### config.mk
export PLATFORM = sky130hd
export DESIGN_NAME = flat_field_gain_builder
export DESIGN_NICKNAME = d
export VERILOG_FILES = /design/src/hdl/ffgb_pkg.sv /design/src/hdl/ffgb_divider.sv /design/src/hdl/flat_field_gain_builder.sv
export SDC_FILE = /design/constraint.sdc
export NUM_CORES = 1
export LEC_CHECK = 0
export ABC_AREA = 0
export BUFFER_PORTS_ARGS = -buffer_cell sky130_fd_sc_hd__buf_2
export CAP_MARGIN = 0
export CORE_ASPECT_RATIO = 1.4
export CORE_UTILIZATION = 60
export DETAILED_ROUTE_END_ITERATION = 7
export PLACE_DENSITY_LB_ADDON = 0.25
export REMOVE_ABC_BUFFERS = 1
export SLEW_MARGIN = 10
export SYNTH_ARGS = -nofsm -noshare
export SYNTH_HDL_FRONTEND = slang
export SYNTH_HIERARCHICAL = 1
export SYNTH_SLANG_ARGS = --single-unit
### constraint.sdc
create_clock -name clock -period 5.5 [get_ports clock]
set_input_delay 1.1 -clock clock [delete_from_list [all_inputs] [get_ports clock]]
set_output_delay 1.1 -clock clock [all_outputs]
set_load 0.02 [all_outputs]
### src/hdl/ffgb_pkg.sv
// Shared widths, constants and divider interface types for the flat-field gain builder.
package ffgb_pkg;

   localparam int PIX_W   = 16;
   localparam int SUM_W   = 36;
   localparam int CNT_W   = 21;
   localparam int Q12_SH  = 12;
   localparam int QCNT_W  = 4;

   localparam logic [PIX_W-1:0] SAT16     = 16'hFFFF;
   localparam logic [SUM_W-1:0] SUM_MAX   = {SUM_W{1'b1}};
   localparam logic [CNT_W-1:0] COUNT_MAX = {CNT_W{1'b1}};

   localparam logic OP_ACCUM = 1'b0;
   localparam logic OP_GAIN  = 1'b1;

   typedef struct packed {
      logic             start;
      logic [CNT_W-1:0] rem_init;
      logic [PIX_W-1:0] low_bits;
      logic [CNT_W-1:0] divisor;
   } div_req_type;

   typedef struct packed {
      logic             done;
      logic [PIX_W-1:0] quotient;
   } div_rsp_type;

endpackage

### src/hdl/ffgb_divider.sv
// Radix-2 restoring divider with a saturated 16-bit quotient, one bit per cycle.
module ffgb_divider (
   input  logic                 clock,
   input  logic                 reset,
   input  ffgb_pkg::div_req_type req,
   output ffgb_pkg::div_rsp_type rsp
);
   import ffgb_pkg::*;

   logic              busy_ff, busy_in;
   logic              done_ff, done_in;
   logic [QCNT_W-1:0] cnt_ff, cnt_in;
   logic [CNT_W-1:0]  rem_ff, rem_in;
   logic [PIX_W-1:0]  low_ff, low_in;
   logic [PIX_W-1:0]  quo_ff, quo_in;
   logic [CNT_W-1:0]  dvs_ff, dvs_in;
   logic [CNT_W:0]    trial;

   // The partial remainder always stays below the divisor, so one extra bit holds the shift.
   assign trial = {rem_ff, low_ff[PIX_W-1]} - {1'b0, dvs_ff};

   always_comb begin
      busy_in = busy_ff;
      done_in = 1'b0;
      cnt_in  = cnt_ff;
      rem_in  = rem_ff;
      low_in  = low_ff;
      quo_in  = quo_ff;
      dvs_in  = dvs_ff;
      if (req.start) begin
         rem_in = req.rem_init;
         low_in = req.low_bits;
         dvs_in = req.divisor;
         cnt_in = '0;
         // A high part at or above the divisor means the quotient needs more than 16 bits.
         if (req.rem_init >= req.divisor) begin
            quo_in  = SAT16;
            done_in = 1'b1;
            busy_in = 1'b0;
         end else begin
            quo_in  = '0;
            busy_in = 1'b1;
         end
      end else if (busy_ff) begin
         low_in = {low_ff[PIX_W-2:0], 1'b0};
         if (!trial[CNT_W]) begin
            rem_in = trial[CNT_W-1:0];
            quo_in = {quo_ff[PIX_W-2:0], 1'b1};
         end else begin
            rem_in = {rem_ff[CNT_W-2:0], low_ff[PIX_W-1]};
            quo_in = {quo_ff[PIX_W-2:0], 1'b0};
         end
         cnt_in = cnt_ff + 1'b1;
         if (cnt_ff == {QCNT_W{1'b1}}) begin
            busy_in = 1'b0;
            done_in = 1'b1;
         end
      end
   end

   always_ff @(posedge clock) begin
      if (reset) begin
         busy_ff <= 1'b0;
         done_ff <= 1'b0;
         cnt_ff  <= '0;
      end else begin
         busy_ff <= busy_in;
         done_ff <= done_in;
         cnt_ff  <= cnt_in;
      end
      rem_ff <= rem_in;
      low_ff <= low_in;
      quo_ff <= quo_in;
      dvs_ff <= dvs_in;
   end

   assign rsp.done     = done_ff;
   assign rsp.quotient = quo_ff;

endmodule

### src/hdl/flat_field_gain_builder.sv
// Top level of the flat-field gain builder: pass control, totals and result register.
//
// Each input transfer carries a bright sample and its dark offset; req_tuser selects the
// accumulate pass (0) or the gain pass (1) and req_tlast marks the last pixel of a pass.
// An accumulate pixel that is not last gives no result. The last pixel of a non-empty
// accumulate pass and every gain pixel with a positive difference go through a shared
// radix-2 divider that retires one quotient bit per cycle; such an item passes through
// setup, the divider steps, the divider's done report and the load of the result
// register. When the quotient would not fit in 16 bits the divider saturates at once and
// skips its steps. A gain pixel whose difference is not positive, and the last pixel of
// an empty accumulate pass, skip the divider.
// Loading the result register waits for as long as an earlier result has not been taken.
// The result register lets a new item enter while a finished result waits to be taken.
module flat_field_gain_builder (
   input  logic        clock,
   input  logic        reset,
   input  logic        req_tvalid,
   output logic        req_tready,
   input  logic [31:0] req_tdata,   // [15:0] bright_pixel, [31:16] dark_pixel
   input  logic [0:0]  req_tuser,   // [0] operation
   input  logic        req_tlast,   // frame_end
   output logic        rsp_tvalid,
   input  logic        rsp_tready,
   output logic [39:0] rsp_tdata,   // [15:0] gain_word, [31:16] mean_level, [32] empty_error
   output logic [0:0]  rsp_tuser,   // [0] is_mean_report
   output logic        rsp_tlast    // last_gain
);
   import ffgb_pkg::*;

   localparam logic [2:0] S_IDLE  = 3'd0;
   localparam logic [2:0] S_PREP  = 3'd1;
   localparam logic [2:0] S_SETUP = 3'd2;
   localparam logic [2:0] S_DIV   = 3'd3;
   localparam logic [2:0] S_DONE  = 3'd4;

   logic [2:0]       state_ff, state_in;
   logic             op_ff, op_in;
   logic             last_ff, last_in;
   logic [PIX_W-1:0] bright_ff, bright_in;
   logic [PIX_W-1:0] dark_ff, dark_in;
   logic [PIX_W-1:0] diff_ff, diff_in;
   logic [SUM_W-1:0] sum_ff, sum_in;
   logic [CNT_W-1:0] count_ff, count_in;
   logic [PIX_W-1:0] mean_ff, mean_in;
   logic             empty_ff, empty_in;
   logic [PIX_W-1:0] gain_ff, gain_in;

   logic             out_valid_ff, out_valid_in;
   logic [PIX_W-1:0] out_gain_ff, out_gain_in;
   logic [PIX_W-1:0] out_mean_ff, out_mean_in;
   logic             out_empty_ff, out_empty_in;
   logic             out_report_ff, out_report_in;
   logic             out_last_ff, out_last_in;

   logic [PIX_W:0]   diff_wide;
   logic             positive;
   logic [SUM_W:0]   sum_wide;
   logic             accept;
   div_req_type      div_req;
   div_rsp_type      div_rsp;

   ffgb_divider u_div (
      .clock (clock),
      .reset (reset),
      .req   (div_req),
      .rsp   (div_rsp)
   );

   assign req_tready = (state_ff == S_IDLE);
   assign accept     = req_tvalid && req_tready;
   assign diff_wide  = {1'b0, bright_ff} - {1'b0, dark_ff};
   assign positive   = !diff_wide[PIX_W] && (diff_wide[PIX_W-1:0] != '0);
   assign sum_wide   = {1'b0, sum_ff} + {{(SUM_W+1-PIX_W){1'b0}}, diff_wide[PIX_W-1:0]};

   always_comb begin
      state_in      = state_ff;
      op_in         = op_ff;
      last_in       = last_ff;
      bright_in     = bright_ff;
      dark_in       = dark_ff;
      diff_in       = diff_ff;
      sum_in        = sum_ff;
      count_in      = count_ff;
      mean_in       = mean_ff;
      empty_in      = empty_ff;
      gain_in       = gain_ff;
      out_valid_in  = out_valid_ff && !rsp_tready;
      out_gain_in   = out_gain_ff;
      out_mean_in   = out_mean_ff;
      out_empty_in  = out_empty_ff;
      out_report_in = out_report_ff;
      out_last_in   = out_last_ff;
      div_req       = '0;

      case (state_ff)
         S_IDLE: begin
            if (accept) begin
               op_in     = req_tuser[0];
               last_in   = req_tlast;
               bright_in = req_tdata[PIX_W-1:0];
               dark_in   = req_tdata[2*PIX_W-1:PIX_W];
               state_in  = S_PREP;
            end
         end
         S_PREP: begin
            diff_in = diff_wide[PIX_W-1:0];
            if (op_ff == OP_ACCUM) begin
               if (positive) begin
                  sum_in = sum_wide[SUM_W] ? SUM_MAX : sum_wide[SUM_W-1:0];
                  if (count_ff != COUNT_MAX) begin
                     count_in = count_ff + 1'b1;
                  end
               end
               state_in = last_ff ? S_SETUP : S_IDLE;
            end else if (!positive) begin
               gain_in  = SAT16;
               state_in = S_DONE;
            end else begin
               state_in = S_SETUP;
            end
         end
         S_SETUP: begin
            if (op_ff == OP_ACCUM) begin
               sum_in   = '0;
               count_in = '0;
               gain_in  = '0;
               if (count_ff == '0) begin
                  empty_in = 1'b1;
                  state_in = S_DONE;
               end else begin
                  div_req.start    = 1'b1;
                  div_req.rem_init = {1'b0, sum_ff[SUM_W-1:PIX_W]};
                  div_req.low_bits = sum_ff[PIX_W-1:0];
                  div_req.divisor  = count_ff;
                  state_in         = S_DIV;
               end
            end else begin
               // Dividend is mean * 4096, split at bit 16 for the divider.
               div_req.start    = 1'b1;
               div_req.rem_init = {{(CNT_W-Q12_SH){1'b0}},
                                   mean_ff[PIX_W-1:PIX_W-Q12_SH]};
               div_req.low_bits = {mean_ff[PIX_W-Q12_SH-1:0], {Q12_SH{1'b0}}};
               div_req.divisor  = {{(CNT_W-PIX_W){1'b0}}, diff_ff};
               state_in         = S_DIV;
            end
         end
         S_DIV: begin
            if (div_rsp.done) begin
               if (op_ff == OP_ACCUM) begin
                  mean_in  = div_rsp.quotient;
                  empty_in = 1'b0;
               end else begin
                  gain_in = div_rsp.quotient;
               end
               state_in = S_DONE;
            end
         end
         S_DONE: begin
            if (!out_valid_ff || rsp_tready) begin
               out_valid_in  = 1'b1;
               out_gain_in   = gain_ff;
               out_mean_in   = mean_ff;
               out_empty_in  = empty_ff;
               out_report_in = (op_ff == OP_ACCUM);
               out_last_in   = (op_ff == OP_GAIN) && last_ff;
               state_in      = S_IDLE;
            end
         end
         default: begin
            state_in = S_IDLE;
         end
      endcase
   end

   always_ff @(posedge clock) begin
      if (reset) begin
         state_ff     <= S_IDLE;
         sum_ff       <= '0;
         count_ff     <= '0;
         mean_ff      <= '0;
         empty_ff     <= 1'b0;
         out_valid_ff <= 1'b0;
      end else begin
         state_ff     <= state_in;
         sum_ff       <= sum_in;
         count_ff     <= count_in;
         mean_ff      <= mean_in;
         empty_ff     <= empty_in;
         out_valid_ff <= out_valid_in;
      end
      op_ff         <= op_in;
      last_ff       <= last_in;
      bright_ff     <= bright_in;
      dark_ff       <= dark_in;
      diff_ff       <= diff_in;
      gain_ff       <= gain_in;
      out_gain_ff   <= out_gain_in;
      out_mean_ff   <= out_mean_in;
      out_empty_ff  <= out_empty_in;
      out_report_ff <= out_report_in;
      out_last_ff   <= out_last_in;
   end

   assign rsp_tvalid = out_valid_ff;
   assign rsp_tdata  = {7'b0, out_empty_ff, out_mean_ff, out_gain_ff};
   assign rsp_tuser  = out_report_ff;
   assign rsp_tlast  = out_last_ff;

endmodule
* Word level (Yosys, flattened, before mapping)
Index checks and enable logic that the tools add are counted.
** Operators by class
- Add/subtract/negate cells :: 5
- Magnitude comparators :: 1
- Eq/ne operators :: 18
- Mux-type cells :: 52
- Bitwise operators :: 1
- Reduce and logical (&&, ||, !) cells :: 24
** Operators with widths (number)
- two-way mux 59 bit :: 3
- two-way mux 16 bit :: 10
- two-way mux 21 bit :: 7
- two-way mux 36 bit :: 4
- one-hot mux 36 bit (2 select lines) :: 1
- one-hot mux 16 bit (3 select lines) :: 1
- one-hot mux 21 bit (2 select lines) :: 1
- adder 36 x 16 -> 37 bit :: 1
- subtractor 22 x 21 -> 22 bit :: 1
- adder 21 x 1 -> 21 bit (second input constant) :: 1
- >= comparator 21 bit :: 1
- logical NOT 21 bit :: 1
- two-way mux 3 bit :: 7
- != test 21 bit (second input constant) :: 1
- != test 2 bit (second input constant) :: 10
- subtractor 16 x 16 -> 17 bit :: 1
- nonzero test 16 bit :: 1
- two-way mux 1 bit :: 15
- one-hot mux 3 bit (5 select lines) :: 1
- AND reduction 5 bit :: 2
- == test 3 x 2 -> 1 bit (second input constant) :: 2
- AND reduction 3 bit :: 2
- AND reduction 6 bit :: 1
- nonzero test 2 bit :: 3
- 16 further kinds :: 23
** Word-level totals
- Register bits :: 259
- Input port bits :: 38

* Logic depth before layout (Yosys ltp)
- Word-level depth :: 7
- Mapped depth :: 19

* Modules after synthesis
The synthesis kept the hierarchy.
** By module, submodules not included
- flat_field_gain_builder :: instances 1, cells an instance 942, area each 9265.1 um^2
- ffgb_divider :: instances 1, cells an instance 470, area each 4983.5 um^2

* Worst setup path after synthesis
No wires, ideal clock.
- Path kind :: input -> register
- From :: in rsp_tready
- To :: reg out_empty_ff (enable)
- Arrival time :: 4.500 ns
- Data required time :: 4.985 ns
- Path slack :: 0.485 ns
- Cell stages on the path :: 2
- Buffers on the path :: 0
- Cells stage by stage :: nor2b_1 nor4_1
** Between the ends
- Longest elaborated chain between the ends :: 2
** Ends and longest elaborated chain
- from (decl) :: RTL line flat_field_gain_builder.sv:23 : input logic rsp_tready,
- logical OR 1 bit :: RTL line flat_field_gain_builder.sv:159 : if (!out_valid_ff || rsp_tready) begin
- AND reduction 2 bit (no line)
- to (signal assigned) :: RTL line flat_field_gain_builder.sv:199 : out_empty_ff <= out_empty_in;
- to (decl) :: RTL line flat_field_gain_builder.sv:51 : logic out_empty_ff, out_empty_in;
Every way passes these cells.
A chain may end at the register's enable or synchronous reset.

* Final worst setup path
- From :: reg bright_ff[0]
- To :: reg sum_ff[31]
** Between the ends
- Longest elaborated chain between the ends :: 6
- Elaborated cells on any way between the ends :: 11
- Classes of those cells :: add/sub (2); eq/ne (1); mux (4); reduce/logical (4)
** Ends and longest elaborated chain
- from (decl) :: RTL line flat_field_gain_builder.sv:39 : logic [PIX_W-1:0] bright_ff, bright_in;
- from (signal assigned) :: RTL line flat_field_gain_builder.sv:193 : bright_ff <= bright_in;
- subtractor 16 x 16 -> 17 bit (*) :: RTL line flat_field_gain_builder.sv:71 : assign diff_wide = {1'b0, bright_ff} - {1'b0, dark_ff};
- named net diff_wide[10] :: RTL line flat_field_gain_builder.sv:55 : logic [PIX_W:0] diff_wide;
- adder 36 x 16 -> 37 bit :: RTL line flat_field_gain_builder.sv:73 : assign sum_wide = {1'b0, sum_ff} + {{(SUM_W+1-PIX_W){1'b0}}, diff_wide[PIX_W-1:0]};
- two-way mux 36 bit :: RTL line flat_field_gain_builder.sv:109 : sum_in = sum_wide[SUM_W] ? SUM_MAX : sum_wide[SUM_W-1:0];
- two-way mux 36 bit :: RTL line flat_field_gain_builder.sv:108 : if (positive) begin
- two-way mux 36 bit :: RTL line flat_field_gain_builder.sv:107 : if (op_ff == OP_ACCUM) begin
- one-hot mux 36 bit (2 select lines) :: RTL line flat_field_gain_builder.sv:95 : case (state_ff)
- to (signal assigned) :: RTL line flat_field_gain_builder.sv:185 : sum_ff <= sum_in;
- to (decl) :: RTL line flat_field_gain_builder.sv:42 : logic [SUM_W-1:0] sum_ff, sum_in;
The timed path passes the listed nets; every way through them passes the cells marked *. The select of a mux whose other input is x is not followed.

==> results.sh <==
export IMPL_required_ps=5910
export IMPL_ys_ff_latch=259
export IMPL_pin_count=82
export IMPL_critPathMostFrequentCell="a211oi_1"
export IMPL_p_total_mw=4.78
export IMPL_synthArstFlopShare=0
export IMPL_clkLatencyLatePin_ps=550
export IMPL_fin_crit_sh=0.899
export IMPL_synth_top_cell_by_area="edfxtp_1"
export IMPL_p_leak_nw=5.88
export IMPL_cts_buffers=26
export IMPL_drtIter0Drc=687
export IMPL_via_per_inst=6.09
export IMPL_path_buf_inv=2
export IMPL_yosys_top_cells_count="edfxtp_1, nand2_1, a21oi_1, inv_1, dfxtp_1"
export IMPL_antenna_found_initial=0
export IMPL_critical_path_top_delay_family="compound AO/OA/AOI/OAI gates"
export IMPL_clkSinkCount=259
export IMPL_crit_type="flip-flop to flip-flop"
export IMPL_crit_path_max_incr_delay_ps=570
export IMPL_clkTransAtPathRegs_ps=70
export IMPL_firstDrtPassIters=5
export IMPL_synth_warnings=6
export IMPL_fin_skew_ps=32.4
export IMPL_utilization=0.675
export IMPL_clock_fmax_mhz=202
export IMPL_syn2layout_area_growth_pct=10.2
export IMPL_ys_flop_type="edfxtp_1"
export IMPL_drv_cap=0
export IMPL_first_global_vias=10661
export IMPL_hold_class="flip-flop to flip-flop"
export IMPL_core_um2=23300
export IMPL_synth_most_common_cell="edfxtp_1"
export IMPL_syn_avg_cell_area_um2=10.1
export IMPL_clk_path_buf_depth=3
export IMPL_finalSetupViolCount=0
export IMPL_n_antenna_cell=0
export IMPL_gp_congestion=0.940
export IMPL_io_buffers=74
export IMPL_slew_violations=0
export IMPL_relSlewSlack=0.253
export IMPL_status="complete, no violations"
export IMPL_endpoint_kind="flip-flop"
export IMPL_layout_nets=1593
export IMPL_grt_max_degree=45
export IMPL_crit_arrival_ps=5360
export IMPL_final_antenna_net_count=0
export IMPL_rsz0062_at_grt="no"
export IMPL_vias=10961
export IMPL_cp_slowest_cell="a211oi_1"
export IMPL_grt_first_pass_wirelength_mm=53.1
export IMPL_grt_overflow=0
export IMPL_seq_area_um2=6940
export IMPL_grt_use_total=0.271
export IMPL_design_area_um2=15700
export IMPL_multi_input_area_um2=6620
export IMPL_crit_chain="inv_1 -> ha_1 -> inv_1 -> fa_1 -> a211oi_1 -> nor2_1 -> a211oi_1 -> xnor2_1 -> ha_1 -> nand3_1 -> nor2_1 -> o211ai_1 -> a21o_1 -> a211oi_1 -> nand3_2 -> and4_1 -> a221oi_1"
export IMPL_fill_cells=1837
export IMPL_netlist_area_leader_share=0.369
export IMPL_timing_hold_ws_ps=414
export IMPL_yosysUniqueCellTypes=75
export IMPL_synth_edf_count=175
export IMPL_wl_mm=32.7
export IMPL_die_area_um2=24400
export IMPL_cts_tree="built"
export IMPL_hold_violations=0
export IMPL_netlist_top_cells_area="edfxtp_1, dfxtp_1, ha_1, a21oi_1, nand2_1"
export IMPL_synthCells=1412
export IMPL_cts_root_buffer="clkbuf_16"
export IMPL_critical_path_max_fanout=21
export IMPL_place_area_um2=14900
export IMPL_vdd_ir_drop_max_mv=0.290
export IMPL_syn_area_um2=14200
export IMPL_layout_drive_gt1_share=0.115
export IMPL_routedWlPerCell_um=18.2
export IMPL_power_density_nw_per_um2=305
export IMPL_drc_errors=0
export IMPL_die_w_um=132
export IMPL_die_h_um=184
export IMPL_ys_seq_area_frac=0.487
export IMPL_finalSetupTns_ps=0
export IMPL_htreeDepth=1
export IMPL_rows=66
export IMPL_post_cts_buffers=0
export IMPL_dp_hpwl_mm=23.3
export IMPL_worst_slew_pin_slew_ps=1110
export IMPL_initial_core_util=0.612
export IMPL_finalCriticalPeriod_ps=4940
export IMPL_start_kind="flip-flop"
==> placed cells by master, fill, tap and decap left out, types with 16 or more instances in the layout <==
cell type and count:
a22o_1 23, xnor2_1 24, edfxtp_1 175, nor3_1 28, nor2_1 70, a21oi_1 115, dfxtp_1 84, a211oi_1 18
inv_1 110, nand4_1 16, o31ai_1 18, buf_4 23, nand3_1 25, nand2_1 125, o21ai_0 70, mux2i_1 29
and2_1 28, xor2_1 16, a21o_1 31, clkbuf_16 26, or4_1 16, ha_1 79, and3_1 18, buf_2 74
==> per-stage QoR <==
stage               setup slack (ps)  cells
finish                           556   1799
global route                    19.4   1799
CTS                              307   1799
detailed placement               393   1751
global placement                 498   1751
floorplan                      -2220   1348
==> where the power goes <==
part / internal, mW / total [mW] / switching, mW
Clock: 0.933 / 1.68 / 0.745
Sequential: 2.20 / 2.25 / 0.0419
Combinational: 0.312 / 0.861 / 0.549
Total: 3.45 / 4.78 / 1.34
==> kinds of logic after synthesis <==
kind of cell	share of synthesized area
compound gates	0.187
other cells	0.000263
simple gates	0.142
xor+xnor	0.0246
mux	0.0322
flops	0.487
fa+ha+maj	0.0736
buf+inv	0.0542
==> per-layer routing <==
layer / GRT usage / vias to the layer above / share of wire
met2: 0.510 / 310 / 0.53
met3: 0.0286 / 71 / 0.041
met4: 0.115 / 0 / 0.037
met5: 0 / - / 0
met1: 0.310 / 5241 / 0.39
li1: - / 5339 / -
==> layout make-up <==
cell class,count,area share
Clock inverter,11,0.00502
Tap cell,306,0.0244
Clock buffer,37,0.0466
Timing Repair Buffer,97,0.0346
Sequential cell,259,0.442
Inverter,111,0.0265
Multi-Input combinational cell,978,0.421
==> path summary, 6_finish.rpt <==
kind                     startpoint                         to  slack [ps]  cells after the start
max reg2reg  bright_ff[0]$_DFFE_PP_    sum_ff[31]$_SDFFE_PP0P_         560                     17
max          bright_ff[0]$_DFFE_PP_    sum_ff[31]$_SDFFE_PP0P_         560                     17
min           gain_ff[13]$_DFFE_PP_  out_gain_ff[13]$_DFFE_PP_         410                      0
min reg2reg   gain_ff[13]$_DFFE_PP_  out_gain_ff[13]$_DFFE_PP_         410                      0
==> flip-flops by register name (all words and copies together), names as in the netlist, 21 cells and up <==
signal	flops
u_div/dvs_ff	21
u_div/rem_ff	21
sum_ff	36
count_ff	21
==> timing repair <==
item / in CTS / in global routing
hold buffers: 0 / 0
endpoints found under the hold margin: 0 / 0
endpoints found under the setup margin: 0 / 5
resized for setup: 0 / 2
No activity file was read; power rests on OpenSTA's default activity.
